===== config.mk =====
export PLATFORM = sky130hd
export DESIGN_NAME = knapsack_exhaustive_search_top
export DESIGN_NICKNAME = d
export VERILOG_FILES = /design/src/rtl/core/knap_pkg.sv /design/src/rtl/core/knap_store.sv /design/src/rtl/core/knapsack_exhaustive_search_top.sv
export SDC_FILE = /design/constraint.sdc
export NUM_CORES = 2
export LEC_CHECK = 0
export CAP_MARGIN = 20
export CORE_ASPECT_RATIO = 0.6
export CORE_MARGIN = 2
export CORE_UTILIZATION = 55
export DETAILED_ROUTE_END_ITERATION = 16
export DONT_BUFFER_PORTS = 1
export PLACE_DENSITY = 0.7
export SETUP_SLACK_MARGIN = 0.2
export SYNTH_ARGS = -nofsm -noshare
export SYNTH_HDL_FRONTEND = slang
export SYNTH_HIERARCHICAL = 1
export SYNTH_SLANG_ARGS = --single-unit

===== constraint.sdc =====
create_clock -name i_clk -period 11.1 [get_ports i_clk]
set_clock_uncertainty 0.15 [all_clocks]
set_input_delay 2.22 -clock i_clk [delete_from_list [all_inputs] [get_ports i_clk]]
set_output_delay 2.22 -clock i_clk [all_outputs]
set_load 0.02 [all_outputs]

===== src/rtl/core/knap_pkg.sv =====
// Shared types and constants for the knapsack exhaustive-search block.
// Used by knap_store and knapsack_exhaustive_search_top; no dependencies.
`default_nettype none

package knap_pkg;

    localparam int unsigned FIELD_W  = 16;
    localparam int unsigned CAP_W    = 20;
    localparam int unsigned TOTAL_W  = 20;
    localparam int unsigned S_DATA_W = 48;
    localparam int unsigned M_DATA_W = 56;

    typedef struct packed {
        logic [FIELD_W-1:0] id;
        logic [FIELD_W-1:0] weight;
        logic [FIELD_W-1:0] price;
    } t_item;

    typedef enum logic [2:0] {
        ST_LOAD,
        ST_SEARCH,
        ST_PREP,
        ST_SCAN,
        ST_EMIT,
        ST_NONE
    } t_state;

endpackage

`default_nettype wire


===== src/rtl/core/knap_store.sv =====
// Item store: one write port, one registered read port.
// Depends on knap_pkg (t_item).
`default_nettype none

module knap_store #(
    parameter int unsigned DEPTH = 16
) (
    input  wire logic                                    i_clk,
    input  wire logic                                    i_wr_en,
    input  wire logic [((DEPTH > 1) ? $clog2(DEPTH) : 1)-1:0] i_wr_addr,
    input  wire knap_pkg::t_item                         i_wr_item,
    input  wire logic [((DEPTH > 1) ? $clog2(DEPTH) : 1)-1:0] i_rd_addr,
    output knap_pkg::t_item                              o_rd_item
);
    import knap_pkg::*;

    t_item r_mem [DEPTH];
    t_item r_rd_item;

    always_ff @(posedge i_clk) begin
        if (i_wr_en) begin
            r_mem[i_wr_addr] <= i_wr_item;
        end
        r_rd_item <= r_mem[i_rd_addr];
    end

    assign o_rd_item = r_rd_item;

endmodule

`default_nettype wire


===== src/rtl/core/knapsack_exhaustive_search_top.sv =====
// 0/1 knapsack by exhaustive Gray-code search; depends on knap_pkg and knap_store.
// Load: one item per cycle. After the last item, the search steps through every subset of the n
// stored items, one subset per cycle through the shared add/sub unit, then a prep state.
// Emit: the scan skips unchosen items and sends each chosen item once the output is free; an
// empty subset sends one empty marker. Input not ready from the last item to the last result.
// Reset is synchronous, active low: control state and capacity cleared to 0.
`default_nettype none

module knapsack_exhaustive_search_top #(
    parameter int unsigned MAX_ITEMS = 16
) (
    input  wire logic                           i_clk,
    input  wire logic                           i_rst_n,
    input  wire logic                           i_cfg_we,
    input  wire logic [knap_pkg::CAP_W-1:0]     i_cfg_wdata,   // capacity
    input  wire logic                           i_s_tvalid,
    output logic                                o_s_tready,
    input  wire logic [knap_pkg::S_DATA_W-1:0]  i_s_tdata,     // item_id, item_weight, item_price
    input  wire logic                           i_s_tlast,     // last_item
    output logic                                o_m_tvalid,
    input  wire logic                           i_m_tready,
    output logic [knap_pkg::M_DATA_W-1:0]       o_m_tdata,     // chosen_id, chosen_weight,
                                                               // total_price, zero pad
    output logic                                o_m_tuser,     // none_chosen
    output logic                                o_m_tlast      // last_result
);
    import knap_pkg::*;

    localparam int unsigned IDX_W = (MAX_ITEMS > 1) ? $clog2(MAX_ITEMS) : 1;
    localparam int unsigned CNT_W = $clog2(MAX_ITEMS + 1);
    localparam int unsigned SUB_W = MAX_ITEMS + 1;
    localparam int unsigned SUM_W = FIELD_W + CNT_W;
    localparam int unsigned CMP_W = (SUM_W > CAP_W) ? SUM_W : CAP_W;
    localparam int unsigned PAD_W = M_DATA_W - 2 * FIELD_W - TOTAL_W;
    localparam logic [CMP_W-1:0] PRICE_SAT = CMP_W'((64'd1 << TOTAL_W) - 64'd1);

    t_state                 r_state, n_state;
    logic [CAP_W-1:0]       r_cap;
    logic [CNT_W-1:0]       r_count;
    logic [SUB_W-1:0]       r_i;
    logic [MAX_ITEMS-1:0]   r_gray;
    logic                   r_a_valid, r_a_add;
    logic [MAX_ITEMS-1:0]   r_a_mask;
    logic                   r_b_valid;
    logic [MAX_ITEMS-1:0]   r_b_mask;
    logic [SUM_W-1:0]       r_wsum, r_psum;
    logic [SUM_W-1:0]       r_best_price;
    logic [MAX_ITEMS-1:0]   r_best_mask;
    logic [MAX_ITEMS-1:0]   r_sel;
    logic [CNT_W-1:0]       r_j;
    logic                   r_o_valid;
    logic [FIELD_W-1:0]     r_o_id, r_o_weight;
    logic [TOTAL_W-1:0]     r_o_total;
    logic                   r_o_none, r_o_last;

    logic                   s_accept, st_wr_en, issue, search_done, out_free;
    logic                   fits, better, update;
    logic                   emit_load, none_load, scan_skip, scan_end;
    logic [CNT_W-1:0]       count_plus, flip_b, flip_item;
    logic [SUB_W-1:0]       total_subsets;
    logic [MAX_ITEMS-1:0]   flip_onehot, new_gray, sel_rest;
    logic                   sel_last;
    logic [IDX_W-1:0]       rd_addr;
    logic [CMP_W-1:0]       best_cmp;
    logic [TOTAL_W-1:0]     total_sat;
    t_item                  wr_item, rd_item;

    knap_store #(
        .DEPTH(MAX_ITEMS)
    ) u_store (
        .i_clk     (i_clk),
        .i_wr_en   (st_wr_en),
        .i_wr_addr (r_count[IDX_W-1:0]),
        .i_wr_item (wr_item),
        .i_rd_addr (rd_addr),
        .o_rd_item (rd_item)
    );

    assign wr_item.id     = i_s_tdata[FIELD_W-1:0];
    assign wr_item.weight = i_s_tdata[2*FIELD_W-1:FIELD_W];
    assign wr_item.price  = i_s_tdata[3*FIELD_W-1:2*FIELD_W];

    assign o_s_tready = (r_state == ST_LOAD);
    assign s_accept   = i_s_tvalid & o_s_tready;
    assign st_wr_en   = s_accept && (r_count < CNT_W'(MAX_ITEMS));
    assign count_plus = st_wr_en ? r_count + CNT_W'(1) : r_count;

    assign total_subsets = SUB_W'(1) << r_count;
    assign issue         = (r_state == ST_SEARCH) && (r_i != total_subsets);
    assign search_done   = (r_state == ST_SEARCH) && !issue && !r_a_valid && !r_b_valid;

    // lowest set bit of the counter is the Gray bit that flips
    always_comb begin
        flip_b = '0;
        for (int k = SUB_W - 1; k >= 0; k--) begin
            if (r_i[k]) begin
                flip_b = CNT_W'(k);
            end
        end
    end

    assign flip_item   = r_count - CNT_W'(1) - flip_b;
    assign flip_onehot = MAX_ITEMS'(1) << flip_b;
    assign new_gray    = r_gray ^ flip_onehot;
    assign rd_addr     = (r_state == ST_SEARCH) ? flip_item[IDX_W-1:0] : r_j[IDX_W-1:0];

    assign fits   = (CMP_W'(r_wsum) <= CMP_W'(r_cap));
    assign better = (r_psum > r_best_price) ||
                    ((r_psum == r_best_price) && (r_b_mask < r_best_mask));
    assign update = r_b_valid && fits && better;

    assign out_free = !r_o_valid || i_m_tready;
    assign sel_rest = r_sel << 1;
    assign sel_last = (sel_rest == '0);

    assign best_cmp  = CMP_W'(r_best_price);
    assign total_sat = (best_cmp > PRICE_SAT) ? PRICE_SAT[TOTAL_W-1:0] : best_cmp[TOTAL_W-1:0];

    always_comb begin
        n_state = r_state;
        case (r_state)
            ST_LOAD: begin
                if (s_accept && i_s_tlast) begin
                    n_state = ST_SEARCH;
                end
            end
            ST_SEARCH: begin
                if (search_done) begin
                    n_state = ST_PREP;
                end
            end
            ST_PREP: begin
                n_state = (r_best_mask == '0) ? ST_NONE : ST_SCAN;
            end
            ST_SCAN: begin
                if (r_j == r_count) begin
                    n_state = ST_LOAD;
                end else if (r_sel[MAX_ITEMS-1]) begin
                    n_state = ST_EMIT;
                end
            end
            ST_EMIT: begin
                if (out_free) begin
                    n_state = sel_last ? ST_LOAD : ST_SCAN;
                end
            end
            ST_NONE: begin
                if (out_free) begin
                    n_state = ST_LOAD;
                end
            end
            default: begin
                n_state = ST_LOAD;
            end
        endcase
    end

    always_comb begin
        emit_load = 1'b0;
        none_load = 1'b0;
        scan_skip = 1'b0;
        scan_end  = 1'b0;
        case (r_state)
            ST_SCAN: begin
                scan_end  = (r_j == r_count);
                scan_skip = (r_j != r_count) && !r_sel[MAX_ITEMS-1];
            end
            ST_EMIT: begin
                emit_load = out_free;
            end
            ST_NONE: begin
                none_load = out_free;
            end
            default: begin
                emit_load = 1'b0;
            end
        endcase
    end

    always_ff @(posedge i_clk) begin
        if (!i_rst_n) begin
            r_state      <= ST_LOAD;
            r_cap        <= '0;
            r_count      <= '0;
            r_i          <= '0;
            r_a_valid    <= 1'b0;
            r_b_valid    <= 1'b0;
            r_best_price <= '0;
            r_best_mask  <= '0;
            r_o_valid    <= 1'b0;
        end else begin
            r_state <= n_state;
            if (i_cfg_we) begin
                r_cap <= i_cfg_wdata;
            end

            if (s_accept) begin
                r_count <= count_plus;
                if (i_s_tlast) begin
                    r_i          <= SUB_W'(1);
                    r_gray       <= '0;
                    r_wsum       <= '0;
                    r_psum       <= '0;
                    r_best_price <= '0;
                    r_best_mask  <= '0;
                end
            end

            // stage A: pick the flipped item, read it
            r_a_valid <= issue;
            if (issue) begin
                r_i      <= r_i + SUB_W'(1);
                r_gray   <= new_gray;
                r_a_add  <= |(new_gray & flip_onehot);
                r_a_mask <= new_gray;
            end

            // stage B: shared add/sub on the running sums
            r_b_valid <= r_a_valid;
            if (r_a_valid) begin
                r_b_mask <= r_a_mask;
                if (r_a_add) begin
                    r_wsum <= r_wsum + SUM_W'(rd_item.weight);
                    r_psum <= r_psum + SUM_W'(rd_item.price);
                end else begin
                    r_wsum <= r_wsum - SUM_W'(rd_item.weight);
                    r_psum <= r_psum - SUM_W'(rd_item.price);
                end
            end

            // stage C: keep the best fitting subset
            if (update) begin
                r_best_price <= r_psum;
                r_best_mask  <= r_b_mask;
            end

            if (r_state == ST_PREP) begin
                r_sel <= r_best_mask << (CNT_W'(MAX_ITEMS) - r_count);
                r_j   <= '0;
            end

            if (scan_skip) begin
                r_sel <= sel_rest;
                r_j   <= r_j + CNT_W'(1);
            end

            if (emit_load) begin
                r_o_id     <= rd_item.id;
                r_o_weight <= rd_item.weight;
                r_o_total  <= total_sat;
                r_o_none   <= 1'b0;
                r_o_last   <= sel_last;
                r_sel      <= sel_rest;
                r_j        <= r_j + CNT_W'(1);
            end

            if (none_load) begin
                r_o_id     <= '0;
                r_o_weight <= '0;
                r_o_total  <= '0;
                r_o_none   <= 1'b1;
                r_o_last   <= 1'b1;
            end

            if (scan_end || none_load || (emit_load && sel_last)) begin
                r_count <= '0;
            end

            if (emit_load || none_load) begin
                r_o_valid <= 1'b1;
            end else if (i_m_tready) begin
                r_o_valid <= 1'b0;
            end
        end
    end

    assign o_m_tvalid = r_o_valid;
    assign o_m_tdata  = {{PAD_W{1'b0}}, r_o_total, r_o_weight, r_o_id};
    assign o_m_tuser  = r_o_none;
    assign o_m_tlast  = r_o_last;

endmodule

`default_nettype wire

Word-level counts from Yosys, hierarchy flattened
Memories as Yosys holds them, arrays and structs flattened. A register that Yosys moved wholly into a read port is not among the register bits.
Index checks and enable logic that the tools add are counted.
- bits of input ports: 74
- register bits: 251
- bits in writable memories: 768
- output and inout port bits: 60
- memories: 1
- shift operators: 3
- multiplexer cells: 61
- add/sub/neg operators: 10
- bitwise operators: 4
- reductions and logical operators: 46
- equal/unequal tests: 14
- $lt $le $gt $ge: 5
- memories (name ; words ; width ; read ports ; clocked after memory_dff ; wr ports ; RTL line ; text):
    u_store.r_mem ; 16 ; 48 ; 1 ; 1 ; 1 ; knap_store.sv:17 ; t_item r_mem [DEPTH];
- operators by type and width (kind ; number):
    21-bit two-way mux ; 7
    16-bit two-way mux ; 9
    5-bit two-way mux ; 20
    17-bit two-way mux ; 3
    21-bit by 16-bit adder with 21-bit output ; 2
    21-bit by 16-bit subtractor with 21-bit output ; 2
    20-bit two-way mux ; 2
    16-bit logical NOT ; 2
    21-bit equality test ; 1
    21-bit by 20-bit > comparator with 1-bit output (second input constant) ; 1
    21-bit > comparator ; 1
    21-bit by 20-bit less-or-equal comparator with 1-bit output ; 1
    3-bit two-way mux ; 7
    3-bit case mux with 6 select lines ; 1
    17-bit by 1-bit adder with 17-bit output (second input constant) ; 1
    17-bit != test ; 1
    1-bit by 5-bit << shifter with 17-bit output (first input constant) ; 1
    16-bit AND ; 1
    16-bit < comparator ; 1
    2-bit nonzero test ; 8
    16-bit OR reduction ; 1
    1-bit by 5-bit << shifter with 16-bit output (first input constant) ; 1
    16-bit by 5-bit << shifter with 16-bit output ; 1
    16-bit XOR ; 1
    27 further kinds ; 67

Logic depth before layout (Yosys ltp)
- depth in word-level cells: 21
- mapped depth: 19

Hierarchy
Netlist, hierarchy kept.
- modules (own cells, without submodules) (module ; area an instance (sq um) ; cells an instance ; instances):
    knap_store ; 29691.0 ; 1242 ; 1
    knapsack_exhaustive_search_top ; 15656.3 ; 1612 ; 1

Least setup slack after synthesis
Ideal clock, no wire load.
- path kind: input to register
- from: input i_s_tvalid
- to: memory u_store/r_mem[0][0] (netlist bit), enable pin
- setup slack: 3.942 ns
- required time: 10.437 ns
- library setup time: 0.513 ns
- arrival time: 6.495 ns
- cell stages on the path: 4
- path through: and4b_1 -> clkbuf_1 -> or3b_2 -> nor3_1
- cells in the longest elaborated chain, start to end: 4
- ends and longest elaborated chain (element ; RTL line ; text):
    start, declared ; knapsack_exhaustive_search_top.sv:16 ; input wire logic i_s_tvalid,
    1-bit AND ; knapsack_exhaustive_search_top.sv:84 ; assign s_accept = i_s_tvalid & o_s_tready;
    1-bit logical AND ; knapsack_exhaustive_search_top.sv:85 ; assign st_wr_en = s_accept && (r_count < CNT_W'(MAX_ITEMS));
    named net st_wr_en ; knapsack_exhaustive_search_top.sv:56 ; logic s_accept, st_wr_en, issue, search_done, out_free;
    1-bit two-way mux ; knap_store.sv:21 ; if (i_wr_en) begin
    1-bit two-way mux (not written as such) ; knap_store.sv:22 ; r_mem[i_wr_addr] <= i_wr_item;
    end, declared ; knap_store.sv:17 ;
The timed path passes the listed nets, and every way through them passes these cells.

Final worst setup path
- from: register r_i[15]
- to: register, netlist name u_store/o_rd_item[26]
- cells in the longest elaborated chain, start to end: 18
- ends and longest elaborated chain (element ; RTL line ; text):
    start, declared ; knapsack_exhaustive_search_top.sv:40 ; logic [SUB_W-1:0] r_i;
    start signal, assigned ; knapsack_exhaustive_search_top.sv:212 ; r_i <= r_i + SUB_W'(1);
    5-bit two-way mux (16 in series) ; knapsack_exhaustive_search_top.sv:96 ; if (r_i[k]) begin
    4-bit subtractor ; knapsack_exhaustive_search_top.sv:102 ; assign flip_item = r_count - CNT_W'(1) - flip_b;
    4-bit two-way mux ; knapsack_exhaustive_search_top.sv:105 ; assign rd_addr = (r_state == ST_SEARCH) ? flip_item[IDX_W-1:0] : r_j[IDX_W-1:0];
    named net rd_addr[1] ; knapsack_exhaustive_search_top.sv:63 ; logic [IDX_W-1:0] rd_addr;
The timed path passes the listed nets, and every way through them passes these cells.
A chain may end at the register's enable or synchronous reset.

==> impl_results.md <==
* Slew HR at 25.32%
* Clk slew on worst S/H paths at 0.07 ns
* Crit start category: register
* Maximum clock frequency at 192.9 MHz
* DRC viols at 0
* Initial Utilization at 55.58%
* Post-Route Setup TNS at 0 ns
* Count of pins over their slew limit at 0
* Number of H-tree levels at 3
* Final period util at 46.70%
* Tmin final at 5.183 ns
* Worst R2R Path Depth at 15
* Worst Path Required at 11.52 ns
* Average wire per standard cell at 25.62 microns
* Max_cap viols at 0
* Number of I/O pins at 134
* Row Count at 81
* Total power at 0.01204 W
* Die H at 226.4 microns
* Worst min path class: reg2reg
* Worst slew pin tran at 1.120 ns
* Placed Cells incl. Taps at 3,836
* Cts hold-fix bufs at 0
* Pwr/cell area at 242.2 nW/um^2
* Area Growth Syn to Fin at 9.632%
* Port buffer count at 0
* Cells after synthesis at 2,854
* Critical path type: reg2reg
* DR iter-0 viols at 2,776
* Sw Pwr at 0.003841 W
* P_leak at 17.04 nW
* DR pass1 iterations at 5
* CTS tree: done
* Core area at 81,580 sq um
* Pre-CTS setup slack at 5.937 ns
* Sequential power share at 41.7%
* Die Footprint at 84,840 sq um
* Yosys top cell by area: edfxtp_1
* Grt ovf at 0
* Vias at 25,220
* Switching Share at 31.90%
* Endpoints failing setup at 0
* RSZ-0062 raised after global routing: no
* Number of diodes at 0
* Ys flop type: edfxtp_1
* Drt total wl at 103.0 mm
* Comb power frac at 30.8%
* Num CTS Buffers at 95
* Routability cong. at 0.8481
* Mapped Avg Cell Area at 15.89 sq um
* First-pass GRT wire length at 154.5 mm
* Sequential area share after synthesis at 67.72%
* Post-CTS Resized at 0
* Clk sinks at 1,067
* Post-synth cell types at 81
* Synth area leaders: edfxtp_1 62%, mux4_2 10%, dfxtp_1 5.9%
* Clock root cell: clkbuf_16
* Clock share of power at 27.4%
* Asr flop ratio synth at 0%
* Share of cells above drive strength 1 at 14.80%
* Critical-path maximum fanout at 134
* Critical path capture point type: register
* Hold Fails Final Rpt at 0
* Chip width at 374.7 microns
* YS warnings at 6
* Total global-route track usage at 24.37%
* Max Buffers Root-to-Sink at 3
* Final instance count without filler cells at 4,019
* ANT nets after route at 0
* Reg2Reg Setup Slack at 5.92 ns
* CP arrival at 5.60 ns
* Internal at 0.008199 W
* Number of global-route vias before repair at 24,760
* Worst vdd ir at 0.1764 mV
* Fillcell total at 5,784
* Worst hold path stage count at 0
* Initial antenna violation count at 0
* Final setup margin at 5.917 ns
* Post-Syn Area at 45,350 sq um
* Status: finished, final reports clean
* Number of synthesized flops with an enable pin at 934
* Min Hold Slack at 0.2729 ns
* Via density at 6.274
* Largest net degree at the start of global routing at 135
* Worst skew pair latency at 0.70 ns
* DP Wirelength at 58.15 mm
* Post-CTS Setup Inserts at 0
* Flops & latches, synth at 1,067
* Layout Nets at 3,062
* Synth top area share at 61.85%
-- state kept, by name, indices dropped and copies added, names as in the netlist, 3 cells and up --
name / count
r_o_weight: 16
r_psum: 21
r_o_total: 20
r_i: 17
r_wsum: 21
r_cap: 20
u_store/o_rd_item: 48
r_b_mask: 16
r_j: 5
r_sel: 16
r_o_id: 16
r_count: 5
r_a_mask: 16
u_store/r_mem: 768
r_state: 3
r_best_mask: 16
r_gray: 16
best_cmp: 21
-- stage by stage --
| step | util, % | cell area [sq um] |
|---|---|---|
| floorplan | - | 45360 |
| global placement | 57.04 | 46530 |
| detailed placement | 57.04 | 46530 |
| CTS | 60.86 | 49650 |
| global route | 60.94 | 49720 |
| finish | 60.94 | 49720 |
-- kinds of logic (layout without fill, tap and decap cells) --
logic type	count (synthesis)	in the layout	share of synthesized area, %
muxes	286	286	11.95
adders and majority gates	131	131	3.664
DFF	1067	1067	67.72
other	1	4	0.008270
AOI/OAI and AO/OA	402	402	6.059
and+or+nand+nor	617	617	6.481
xor gates and xnor gates	78	78	1.507
buffers and inverters	272	355	2.607
-- critical path, stage by stage, from the launching register on --
cell and delay [ns]:
dfxtp_1 0.50, nand2b_1 0.11, a21oi_1 0.16, o21bai_1 0.07, a21oi_1 0.16, o31ai_1 0.12, a21oi_1 0.52, o21bai_1 0.15
ha_1 0.26, fa_1 0.51, nand2_1 0.09, nand2_4 0.69, buf_12 0.61, mux4_2 0.42, a22oi_1 0.25, nand2_1 0.10
-- area by class of cell --
type                            count  area, sq um  area share (%)
Sequential cell                  1067        30710           61.77
Multi-Input combinational cell   1518        13650           27.46
Clock buffer                      136         2643           5.315
Tap cell                         1079         1350           2.716
Inverter                          129        484.2          0.9740
Clock inverter                     44        478.0          0.9614
Timing Repair Buffer               46        397.9          0.8003
-- per-layer routing --
layer / vias to the layer above / track usage [%] / part of all wire [%]
met1: 13070 / 35.92 / 45
li1: 11100 / - / -
met4: 0 / 5.710 / 1.7
met2: 922 / 37.60 / 46
met3: 126 / 5.158 / 7.6
met5: - / 0 / 0
-- cells in the final DEF (no fill, tap or decap), types with 52 or more instances in the layout --
master,n
xor2_1,52
a21oi_1,97
a22oi_1,98
inv_1,127
ha_1,128
clkbuf_16,96
mux2i_1,78
edfxtp_1,934
nand2_1,187
mux4_2,204
dfxtp_1,133
nor2_1,163
-- synth_stat cells, types with 15 or more instances --
| master | instances |
|---|---|
| nor4_1 | 25 |
| a21oi_1 | 99 |
| and2_1 | 45 |
| mux4_2 | 204 |
| nand2b_1 | 19 |
| a31oi_1 | 15 |
| ha_1 | 128 |
| o21ai_0 | 40 |
| clkbuf_1 | 79 |
| nand2_1 | 190 |
| nand4_1 | 20 |
| inv_1 | 127 |
| nor2_1 | 176 |
| nand3_1 | 33 |
| edfxtp_1 | 934 |
| buf_1 | 22 |
| dfxtp_1 | 133 |
| a22oi_1 | 98 |
| xnor2_1 | 26 |
| buf_4 | 26 |
| xor2_1 | 52 |
| a21o_1 | 30 |
| mux2i_1 | 78 |
| nor3_1 | 39 |
-- power groups by stage --
stage	logic (W)	registers, W	clock network (W)
after CTS	0.00368	0.00503	0.00335
after global routing	0.00405	0.00505	0.00350
after floorplan	0.00288	0.00498	0
final	0.00371	0.00502	0.00330
after global placement	0.00359	0.00510	0
after detailed placement	0.00366	0.00511	0
-- final timing paths --
check	start	endpoint
min	r_a_mask[1]	r_b_mask[1]
max reg2reg	r_i[15]	u_store/o_rd_item[26]
min reg2reg	r_a_mask[1]	r_b_mask[1]
max	r_i[15]	u_store/o_rd_item[26]
No activity file was read; power rests on OpenSTA's default activity.
